`src/design/pcet_pkg.sv`:
```
// Shared types, codes and helpers for the periodic and countdown event table.
// No dependencies; every other design file imports this package.
package pcet_pkg;

    localparam int SLOT_COUNT_DEF = 20;
    localparam int QUEUE_DEPTH    = 4;

    // input op codes
    localparam logic [2:0] OP_START_PERIODIC  = 3'd0;
    localparam logic [2:0] OP_START_COUNTDOWN = 3'd1;
    localparam logic [2:0] OP_REMOVE          = 3'd2;
    localparam logic [2:0] OP_LENGTHEN        = 3'd3;
    localparam logic [2:0] OP_TICK            = 3'd4;

    // result kinds
    localparam logic [1:0] KIND_FIRED   = 2'd0;
    localparam logic [1:0] KIND_DONE    = 2'd1;
    localparam logic [1:0] KIND_FULL    = 2'd2;
    localparam logic [1:0] KIND_MISSING = 2'd3;

    // slot classes
    localparam logic [1:0] CLASS_EMPTY  = 2'd0;
    localparam logic [1:0] CLASS_BEFORE = 2'd1;
    localparam logic [1:0] CLASS_AFTER  = 2'd2;

    localparam logic signed [15:0] PERIODIC_MARK = -16'sd1;

    typedef enum logic [2:0] {
        CMD_START,
        CMD_REMOVE,
        CMD_LENGTHEN,
        CMD_TICK,
        CMD_NOP
    } t_cmd;

    // decoded command as queued between front and engine
    typedef struct packed {
        t_cmd               cmd;
        logic [7:0]         handler;
        logic [15:0]        argument;
        logic signed [15:0] turns;     // start time (-1 for periodic) or lengthen amount
        logic [1:0]         cls;
    } t_cmd_item;

    // one slot of the table memory
    typedef struct packed {
        logic [7:0]         handler;
        logic [15:0]        argument;
        logic signed [15:0] turns_left;
    } t_slot;

    typedef enum logic [1:0] {
        S_IDLE,
        S_SCAN,
        S_FIN
    } t_eng_state;

    typedef struct packed {
        logic full;
        logic empty;
    } t_queue_status;

    function automatic logic [1:0] phase_class(input logic phase);
        return phase ? CLASS_AFTER : CLASS_BEFORE;
    endfunction

    // signed 16-bit add, saturating at both ends
    function automatic logic signed [15:0] sat_add16(input logic signed [15:0] a,
                                                     input logic signed [15:0] b);
        logic [16:0] s;
        s = {a[15], a} + {b[15], b};
        case (s[16:15])
            2'b01:   return 16'sh7fff;
            2'b10:   return 16'sh8000;
            default: return s[15:0];
        endcase
    endfunction

endpackage

```
`src/design/periodic_and_countdown_event_table_top.sv`:
```
// Top level of the periodic and countdown event table.
// Depends on pcet_pkg, pcet_front, pcet_cmd_queue and pcet_engine.
//
// Usage:
//  - Input channel (i_valid / o_stall): one command per beat. Ops are start
//    periodic, start countdown, remove, lengthen and tick; unused codes just
//    answer done.
//  - Output channel (o_valid / i_stall): result beats. A tick gives one fired
//    beat per periodic entry of its phase, then one per countdown entry that
//    reaches zero, then a done beat with o_last set. Every other command gives
//    exactly one beat with o_last set.
//  - Throughput: the engine scans one slot per cycle through the single read
//    port of the slot memory, except while a blocked result beat holds it. A tick
//    scans every slot in two passes; start, remove and lengthen stop at the
//    first matching slot. Unused ops skip the scan.
//  - A queue of QUEUE_DEPTH commands decouples input from the engine; o_stall
//    rises only when that queue is full.
//  - Receiver stall: the output register holds its beat; the scan keeps going
//    until it needs to place another beat, then freezes in place.
//  - Reset (synchronous, active low) empties every slot and the queue.
module periodic_and_countdown_event_table_top #(
    parameter int SLOT_COUNT = pcet_pkg::SLOT_COUNT_DEF
) (
    input  logic               i_clk,
    input  logic               i_rst_n,
    // command channel
    input  logic               i_valid,
    output logic               o_stall,
    input  logic [2:0]         i_op,
    input  logic [7:0]         i_handler_id,
    input  logic signed [15:0] i_argument,
    input  logic signed [15:0] i_turns,
    input  logic               i_phase,
    // result channel
    output logic               o_valid,
    input  logic               i_stall,
    output logic [1:0]         o_kind,
    output logic [7:0]         o_fired_id,
    output logic signed [15:0] o_fired_argument,
    output logic               o_from_countdown,
    output logic               o_last
);
    import pcet_pkg::*;

    t_cmd_item     push_item, head_item;
    t_queue_status q_status;
    logic          push, pop;

    // decode ops into queue commands
    pcet_front u_front (
        .i_valid      (i_valid),
        .o_stall      (o_stall),
        .i_op         (i_op),
        .i_handler_id (i_handler_id),
        .i_argument   (i_argument),
        .i_turns      (i_turns),
        .i_phase      (i_phase),
        .i_q_status   (q_status),
        .o_push       (push),
        .o_item       (push_item)
    );

    pcet_cmd_queue u_queue (
        .i_clk    (i_clk),
        .i_rst_n  (i_rst_n),
        .i_push   (push),
        .i_item   (push_item),
        .i_pop    (pop),
        .o_head   (head_item),
        .o_status (q_status)
    );

    // slot table and scan sequencer
    pcet_engine #(
        .SLOT_COUNT (SLOT_COUNT)
    ) u_engine (
        .i_clk            (i_clk),
        .i_rst_n          (i_rst_n),
        .i_q_head         (head_item),
        .i_q_status       (q_status),
        .o_pop            (pop),
        .o_valid          (o_valid),
        .i_stall          (i_stall),
        .o_kind           (o_kind),
        .o_fired_id       (o_fired_id),
        .o_fired_argument (o_fired_argument),
        .o_from_countdown (o_from_countdown),
        .o_last           (o_last)
    );

endmodule

```
`src/design/pcet_front.sv`:
```
// Input side: takes items off the input channel and decodes them into queue commands.
// Depends on pcet_pkg.
module pcet_front (
    input  logic                  i_valid,
    output logic                  o_stall,
    input  logic [2:0]            i_op,
    input  logic [7:0]            i_handler_id,
    input  logic signed [15:0]    i_argument,
    input  logic signed [15:0]    i_turns,
    input  logic                  i_phase,
    input  pcet_pkg::t_queue_status i_q_status,
    output logic                  o_push,
    output pcet_pkg::t_cmd_item   o_item
);
    import pcet_pkg::*;

    assign o_stall = i_q_status.full;
    assign o_push  = i_valid && !i_q_status.full;

    always_comb begin
        o_item.handler  = i_handler_id;
        o_item.argument = i_argument;
        o_item.turns    = i_turns;
        o_item.cls      = phase_class(i_phase);
        case (i_op) inside
            OP_START_PERIODIC: begin
                o_item.cmd   = CMD_START;
                o_item.turns = PERIODIC_MARK;
            end
            OP_START_COUNTDOWN: o_item.cmd = CMD_START;
            OP_REMOVE:          o_item.cmd = CMD_REMOVE;
            OP_LENGTHEN:        o_item.cmd = CMD_LENGTHEN;
            OP_TICK:            o_item.cmd = CMD_TICK;
            default:            o_item.cmd = CMD_NOP;
        endcase
    end

endmodule

```
`src/design/pcet_cmd_queue.sv`:
```
// Short command queue between the front decoder and the table engine.
// Depends on pcet_pkg (command type, depth).
module pcet_cmd_queue (
    input  logic                    i_clk,
    input  logic                    i_rst_n,
    input  logic                    i_push,
    input  pcet_pkg::t_cmd_item     i_item,
    input  logic                    i_pop,
    output pcet_pkg::t_cmd_item     o_head,
    output pcet_pkg::t_queue_status o_status
);
    import pcet_pkg::*;

    localparam int PTR_W = (QUEUE_DEPTH > 1) ? $clog2(QUEUE_DEPTH) : 1;
    localparam int CNT_W = $clog2(QUEUE_DEPTH + 1);

    t_cmd_item        r_entry [QUEUE_DEPTH];
    logic [PTR_W-1:0] r_wr_ptr, r_rd_ptr;
    logic [CNT_W-1:0] r_count;

    assign o_status.full  = (r_count == CNT_W'(QUEUE_DEPTH));
    assign o_status.empty = (r_count == '0);
    assign o_head         = r_entry[r_rd_ptr];

    function automatic logic [PTR_W-1:0] ptr_inc(input logic [PTR_W-1:0] p);
        return (p == PTR_W'(QUEUE_DEPTH - 1)) ? '0 : p + 1'b1;
    endfunction

    always_ff @(posedge i_clk) begin
        if (!i_rst_n) begin
            r_wr_ptr <= '0;
            r_rd_ptr <= '0;
            r_count  <= '0;
        end else begin
            if (i_push) r_wr_ptr <= ptr_inc(r_wr_ptr);
            if (i_pop)  r_rd_ptr <= ptr_inc(r_rd_ptr);
            case ({i_push, i_pop})
                2'b10:   r_count <= r_count + 1'b1;
                2'b01:   r_count <= r_count - 1'b1;
                default: r_count <= r_count;
            endcase
        end
    end

    always_ff @(posedge i_clk) begin
        if (i_push) r_entry[r_wr_ptr] <= i_item;
    end

endmodule

```
`src/design/pcet_engine.sv`:
```
// Table engine: slot memory, class flags, scan sequencer and output register.
// Depends on pcet_pkg.
module pcet_engine #(
    parameter int SLOT_COUNT = pcet_pkg::SLOT_COUNT_DEF
) (
    input  logic                    i_clk,
    input  logic                    i_rst_n,
    input  pcet_pkg::t_cmd_item     i_q_head,
    input  pcet_pkg::t_queue_status i_q_status,
    output logic                    o_pop,
    output logic                    o_valid,
    input  logic                    i_stall,
    output logic [1:0]              o_kind,
    output logic [7:0]              o_fired_id,
    output logic signed [15:0]      o_fired_argument,
    output logic                    o_from_countdown,
    output logic                    o_last
);
    import pcet_pkg::*;

    localparam int IDX_W = (SLOT_COUNT > 1) ? $clog2(SLOT_COUNT) : 1;

    // slot table: class flags in flops, payload in memory
    logic [1:0]  r_class [SLOT_COUNT];
    t_slot       r_mem   [SLOT_COUNT];
    t_slot       r_rd;

    t_eng_state  r_state, n_state;
    t_cmd_item   r_cmd;
    logic [1:0]  r_fin_kind, n_fin_kind;

    // read issue stage
    logic [IDX_W-1:0] r_ridx;
    logic             r_ipass;
    logic             r_idone;
    // evaluate stage
    logic             r_p2_valid;
    logic [IDX_W-1:0] r_p2_idx;
    logic             r_p2_pass;

    logic             r_o_valid;

    logic             emit, o_load, adv;
    logic [1:0]       e_kind;
    logic [7:0]       e_id;
    logic [15:0]      e_arg;
    logic             e_cd, e_last;
    logic             wr_en, cls_we;
    t_slot            wr_data;
    logic [1:0]       cls_val, cur_cls;
    logic             last_idx;

    assign o_load = emit && (!r_o_valid || !i_stall);
    assign adv    = !emit || o_load;
    assign o_valid = r_o_valid;

    always_ff @(posedge i_clk) begin
        if (!i_rst_n) r_state <= S_IDLE;
        else          r_state <= n_state;
    end

    always_comb begin
        n_state    = r_state;
        n_fin_kind = r_fin_kind;
        o_pop      = 1'b0;
        emit       = 1'b0;
        e_kind     = KIND_DONE;
        e_id       = '0;
        e_arg      = '0;
        e_cd       = 1'b0;
        e_last     = 1'b0;
        wr_en      = 1'b0;
        wr_data    = r_rd;
        cls_we     = 1'b0;
        cls_val    = CLASS_EMPTY;
        cur_cls    = r_class[r_p2_idx];
        last_idx   = (r_p2_idx == IDX_W'(SLOT_COUNT - 1));
        case (r_state)
            S_IDLE: begin
                if (!i_q_status.empty) begin
                    o_pop      = 1'b1;
                    n_fin_kind = KIND_DONE;
                    n_state    = (i_q_head.cmd == CMD_NOP) ? S_FIN : S_SCAN;
                end
            end
            S_SCAN: begin
                if (r_p2_valid) begin
                    case (r_cmd.cmd)
                        CMD_START: begin
                            if (cur_cls == CLASS_EMPTY) begin
                                wr_en      = 1'b1;
                                wr_data    = '{r_cmd.handler, r_cmd.argument, r_cmd.turns};
                                cls_we     = 1'b1;
                                cls_val    = r_cmd.cls;
                                n_fin_kind = KIND_DONE;
                                n_state    = S_FIN;
                            end else if (last_idx) begin
                                n_fin_kind = KIND_FULL;
                                n_state    = S_FIN;
                            end
                        end
                        CMD_REMOVE, CMD_LENGTHEN: begin
                            if (cur_cls != CLASS_EMPTY && r_rd.handler == r_cmd.handler) begin
                                if (r_cmd.cmd == CMD_REMOVE) begin
                                    cls_we = 1'b1;
                                end else begin
                                    wr_en = 1'b1;
                                    wr_data.turns_left = sat_add16(r_rd.turns_left, r_cmd.turns);
                                end
                                n_fin_kind = KIND_DONE;
                                n_state    = S_FIN;
                            end else if (last_idx) begin
                                n_fin_kind = KIND_MISSING;
                                n_state    = S_FIN;
                            end
                        end
                        CMD_TICK: begin
                            if (cur_cls == r_cmd.cls) begin
                                if (!r_p2_pass) begin
                                    if (r_rd.turns_left == PERIODIC_MARK) begin
                                        emit   = 1'b1;
                                        e_kind = KIND_FIRED;
                                        e_id   = r_rd.handler;
                                        e_arg  = r_rd.argument;
                                    end
                                end else if (r_rd.turns_left > 16'sd0) begin
                                    wr_en = 1'b1;
                                    wr_data.turns_left = r_rd.turns_left - 16'sd1;
                                    if (r_rd.turns_left == 16'sd1) begin
                                        cls_we = 1'b1;
                                        emit   = 1'b1;
                                        e_kind = KIND_FIRED;
                                        e_id   = r_rd.handler;
                                        e_arg  = r_rd.argument;
                                        e_cd   = 1'b1;
                                    end
                                end
                            end
                            if (last_idx && r_p2_pass) begin
                                n_fin_kind = KIND_DONE;
                                n_state    = S_FIN;
                            end
                        end
                        default: begin
                            n_fin_kind = KIND_DONE;
                            n_state    = S_FIN;
                        end
                    endcase
                end
            end
            S_FIN: begin
                emit   = 1'b1;
                e_kind = r_fin_kind;
                e_last = 1'b1;
                if (o_load) n_state = S_IDLE;
            end
            default: n_state = S_IDLE;
        endcase
        // a blocked fired result freezes the scan
        if (r_state == S_SCAN && !adv) begin
            n_state    = r_state;
            n_fin_kind = r_fin_kind;
        end
    end

    // control registers of the sequencer
    always_ff @(posedge i_clk) begin
        if (!i_rst_n) begin
            r_fin_kind <= KIND_DONE;
            r_ridx     <= '0;
            r_ipass    <= 1'b0;
            r_idone    <= 1'b0;
            r_p2_valid <= 1'b0;
            r_p2_idx   <= '0;
            r_p2_pass  <= 1'b0;
            for (int k = 0; k < SLOT_COUNT; k++) r_class[k] <= CLASS_EMPTY;
        end else begin
            r_fin_kind <= n_fin_kind;
            case (r_state)
                S_IDLE: begin
                    r_ridx     <= '0;
                    r_ipass    <= 1'b0;
                    r_idone    <= 1'b0;
                    r_p2_valid <= 1'b0;
                end
                S_SCAN: begin
                    if (adv) begin
                        if (cls_we) r_class[r_p2_idx] <= cls_val;
                        r_p2_valid <= !r_idone && (n_state == S_SCAN);
                        r_p2_idx   <= r_ridx;
                        r_p2_pass  <= r_ipass;
                        if (!r_idone) begin
                            if (r_ridx == IDX_W'(SLOT_COUNT - 1)) begin
                                r_ridx <= '0;
                                if (r_ipass || r_cmd.cmd != CMD_TICK) r_idone <= 1'b1;
                                else                                 r_ipass <= 1'b1;
                            end else begin
                                r_ridx <= r_ridx + 1'b1;
                            end
                        end
                    end
                end
                default: r_p2_valid <= 1'b0;
            endcase
        end
    end

    // command register, table memory port and its registered read
    always_ff @(posedge i_clk) begin
        if (o_pop) r_cmd <= i_q_head;
        if (r_state == S_SCAN && adv) begin
            if (!r_idone) r_rd <= r_mem[r_ridx];
            if (wr_en)    r_mem[r_p2_idx] <= wr_data;
        end
    end

    // output register
    always_ff @(posedge i_clk) begin
        if (!i_rst_n)      r_o_valid <= 1'b0;
        else if (o_load)   r_o_valid <= 1'b1;
        else if (!i_stall) r_o_valid <= 1'b0;
    end

    always_ff @(posedge i_clk) begin
        if (o_load) begin
            o_kind           <= e_kind;
            o_fired_id       <= e_id;
            o_fired_argument <= e_arg;
            o_from_countdown <= e_cd;
            o_last           <= e_last;
        end
    end

endmodule

```
`config.mk`:
```
export PLATFORM = sky130hd
export DESIGN_NAME = periodic_and_countdown_event_table_top
export DESIGN_NICKNAME = d
export VERILOG_FILES = /design/src/design/pcet_pkg.sv /design/src/design/periodic_and_countdown_event_table_top.sv /design/src/design/pcet_front.sv /design/src/design/pcet_cmd_queue.sv /design/src/design/pcet_engine.sv
export SDC_FILE = /design/constraint.sdc
export NUM_CORES = 1
export LEC_CHECK = 0
export ABC_AREA = 1
export BUFFER_PORTS_ARGS = -buffer_cell sky130_fd_sc_hd__buf_2
export CORE_ASPECT_RATIO = 1.4
export CORE_UTILIZATION = 40
export CTS_CLUSTER_SIZE = 14
export DETAILED_ROUTE_END_ITERATION = 7
export PLACE_DENSITY_LB_ADDON = 0.08
export SLEW_MARGIN = 5
export SYNTH_ARGS = -nofsm -noshare
export SYNTH_HDL_FRONTEND = slang
export SYNTH_SLANG_ARGS = --single-unit
```
`constraint.sdc`:
```
create_clock -name i_clk -period 7.05 [get_ports i_clk]
set_input_delay 0.3525 -clock i_clk [delete_from_list [all_inputs] [get_ports i_clk]]
set_output_delay 0.3525 -clock i_clk [all_outputs]
set_load 0.005 [all_outputs]
```
==> impl_metrics.yaml <==
routing:
  drt-pass1-iter-count: 7
  viasPerCell: 5.50
  drc: 0
  num_vias: 30900
  drt_iter0_drc: 2387
  wl_mm: 137
  drt-wirelength-per-cell_um: 24.4
  postRouteAntennaNets: 0
global_routing:
  grt_pass1_vias: 31000
  use_met1: 0.278
  grt_pass1_wl_mm: 203
  antenna_found_initial: 1
  grt.total_usage: 0.220
  met3_usage: 0.0238
  grt-ovfl-total: 0
  busiest_layer: "met2"
  met2_usage: 0.392
  grt_start_max_net_pins: 156
pwr:
  p_switching_mw: 7.38
  p_clk_frac: 0.288
  seqPwrFrac: 0.436
  p_per_area_nw_per_um2: 383
  leakagePower_nw: 18.2
  internal_power_mw: 13.8
  comb_power_share: 0.276
  switching_share: 0.349
  p_total_mw: 21.2
  ir_worst_vdd_v: 0.000289
logic_synthesis:
  synth_cells: 3833
  post_synth_num_cell_types: 60
  postSynthAreaPerCell_sq_um: 12.7
  synthesis.area_sq_um: 48700
  yosysWarningCount: 0
  yosysTopAreaCellShare: 0.713
  synth_top_cell_by_area: "edfxtp_1"
  synth_area_leaders: "edfxtp_1, o21ai_0, nor2_1"
  synth-seq-cells: 1190
  synth-edff-count: 1157
  synthFlopType: "edfxtp_1"
  yosysSeqAreaShare: 0.727
  syn-num-nets: 3916
  synth.most_common_cell: "edfxtp_1"
  synth_common_cells: "edfxtp_1, nor2_1, o21ai_0, nand2_1, clkbuf_1"
  async_flop_share: 0
critical_path:
  setup.worst_path.start_class: "register"
  crit_type: "register to register"
  arrival_ns: 5.75
  timing.rr.start: "u_engine.r_state[1]"
  end_kind: "register"
  required_ns: 7.44
  r2r-end: "u_engine.r_mem[16][7]"
  reg2reg_depth: 14
  cp_max_fo: 27
  r2r_slack_ns: 1.69
sta:
  worst_pin_slew_ns: 1.19
  clock.fmax_mhz: 186
  period_needed_ns: 5.36
  fin_crit_sh: 0.761
  tns_ns: 0
  finClkSkew_ns: 0.0213
  timing.final.ws_setup_ns: 1.69
  hold_violations: 0
  maxSlewViolCount: 0
  rsz0062_at_grt: "false"
  setup_violations: 0
  relSlewSlack: 0.205
clock_network:
  path_clk_slew_ns: 0.07
  cts_buffers: 116
  htree_levels: 3
  clockBufferDepth: 3
  cts_resized: 0
  cts_tree: "done"
  cts_sinks: 1190
  clk-insertion-delay-late_ns: 0.72
  cts_root_buffer: "clkbuf_16"
placed_design:
  dp_hpwl_mm: 80.4
  portBuffers: 77
  post-place-ws_ns: 1.68
  place_congestion: 0.925
final_layout:
  diodes: 0
  fin_nets: 3994
  syn2layout_area_growth_pct: 13.3
  layout-drive-gt1-share: 0.107
min_path:
  hold_class: "primary input to register"
  min_to: "u_queue.r_entry[0][44]"
  hold_depth: 3
  hold_path_startpoint: "i_op[2]"
die:
  pin_count: 78
  initial_core_util: 0.403
  die_y_um: 415
  core_area_sq_um: 121000
  dieArea_sq_um: 123000
  rows: 151
  chipWidth_um: 297
outcome:
  status: "completed"
flow_run:
  drv_cap: 0
-- cells in the final DEF, fill, tap and decap left out, drive strengths merged, types with 2 or more instances in the layout --
master | synthesis | layout
nor3b | 3 | 3
dlygate4sd3 | 0 | 42
nand3 | 126 | 126
a21o | 2 | 2
fa | 2 | 2
nand4 | 18 | 18
o221ai | 64 | 64
xnor2 | 8 | 8
clkinvlp | 0 | 5
a32oi | 34 | 34
a211oi | 8 | 8
or2 | 6 | 6
nor2 | 550 | 550
a32o | 2 | 2
inv | 166 | 172
a22oi | 2 | 2
buf | 39 | 158
a2bb2oi | 33 | 33
a31oi | 3 | 3
a41oi | 7 | 7
o211ai | 29 | 29
bufinv | 0 | 8
o21bai | 3 | 3
xor2 | 15 | 15
nand3b | 2 | 2
nor3 | 63 | 63
clkbuf | 201 | 157
o22ai | 151 | 151
o2111ai | 2 | 2
o21ai | 530 | 530
a21oi | 97 | 97
nor4 | 7 | 7
a221oi | 33 | 33
dfxtp | 33 | 33
edfxtp | 1157 | 1157
clkinv | 8 | 51
ha | 33 | 33
nand2 | 391 | 391
-- metal layers --
layer | share of wire | routed length (um)
met5 | 0 | 0
met4 | 0.027 | 3680
met3 | 0.041 | 5630
met2 | 0.51 | 70300
met1 | 0.42 | 57400
-- cell families (layout without fill, tap and decap cells) --
logic type	Yosys count	after routing	share of synthesized area
AND/OR/NAND/NOR	1167	1167	0.102
flip-flops	1190	1190	0.727
XOR/XNOR	23	23	0.00414
buffers and inverters	414	593	0.0337
AO/OA/AOI/OAI	1004	1004	0.124
adder cells (fa/ha/maj)	35	35	0.00930
-- critical path: stages (launching register included) --
cell and delay (ns):
dfxtp_1 0.33, inv_1 0.20, ha_1 0.60, clkinv_1 0.42
nor2_1 0.19, buf_4 0.26, inv_1 0.23, nor2_1 0.35
nand2_1 0.22, nor2_1 0.29, nand2_1 0.17, inv_2 0.13
nand2_1 0.23, nor2_4 0.95, buf_4 0.44
-- what timing repair did --
action / in CTS / in global routing
setup buffers: 0 / 0
endpoints found under the hold margin: 169 / 0
hold buffers: 42 / 0
-- state kept, by name, summed over array words and instances (netlist names), 3 cells and up, named ones only --
| register | flops |
|---|---|
| u_engine.r_class | 64 |
| u_engine.r_rd | 40 |
| u_queue.r_entry | 180 |
| u_engine.r_cmd | 45 |
| u_engine.r_p2_idx | 5 |
| u_engine.r_ridx | 5 |
| u_queue.r_count | 3 |
| u_engine.o_fired_argument | 16 |
| u_engine.o_fired_id | 8 |
| u_engine.r_mem | 800 |
-- through the flow --
stage / hold slack (ns) / cell area, sq um / cells / util
floorplan: 0.445 / 48700 / 3833 / -
global placement: 0.463 / 51100 / 5357 / 0.423
detailed placement: 0.466 / 51100 / 5357 / 0.423
CTS: 0.00300 / 55200 / 5618 / 0.456
global route: 0.0970 / 55200 / 5618 / 0.456
finish: 0.0503 / 55200 / 5618 / 0.456
-- power groups by stage --
stage	Combinational (mW)	Clock (mW)	Sequential, mW
after global routing	6.47	6.45	9.28
after detailed placement	5.86	0	9.38
after floorplan	3.95	0	9.11
after global placement	5.86	0	9.37
after CTS	5.89	6.21	9.23
final	5.83	6.09	9.23
-- layout make-up --
class                           count  area, sq um
Fill cell                       11000        65700
Timing Repair Buffer              200         1490
Tap cell                         1606         2010
Clock inverter                     62          574
Clock buffer                      157         3100
Inverter                          174          672
Multi-Input combinational cell   2229        11900
Sequential cell                  1190        35400
-- how the worst max path moves through the flow --
stage,from,end,slack (ns),cells past startpoint
after floorplan,u_engine.r_state[1],u_engine.r_mem[13][0],1.74,11
after global placement,u_engine.r_state[1],u_engine.r_mem[16][12],1.84,14
after detailed placement,u_engine.r_state[1],u_engine.r_mem[16][12],1.68,14
after CTS,u_engine.r_state[1],u_engine.r_mem[16][7],1.65,14
after global routing,register,u_engine.r_mem[16][12],1.31,19
final,u_engine.r_state[1],u_engine.r_mem[16][7],1.69,14
No activity file was read; power rests on OpenSTA's default activity.
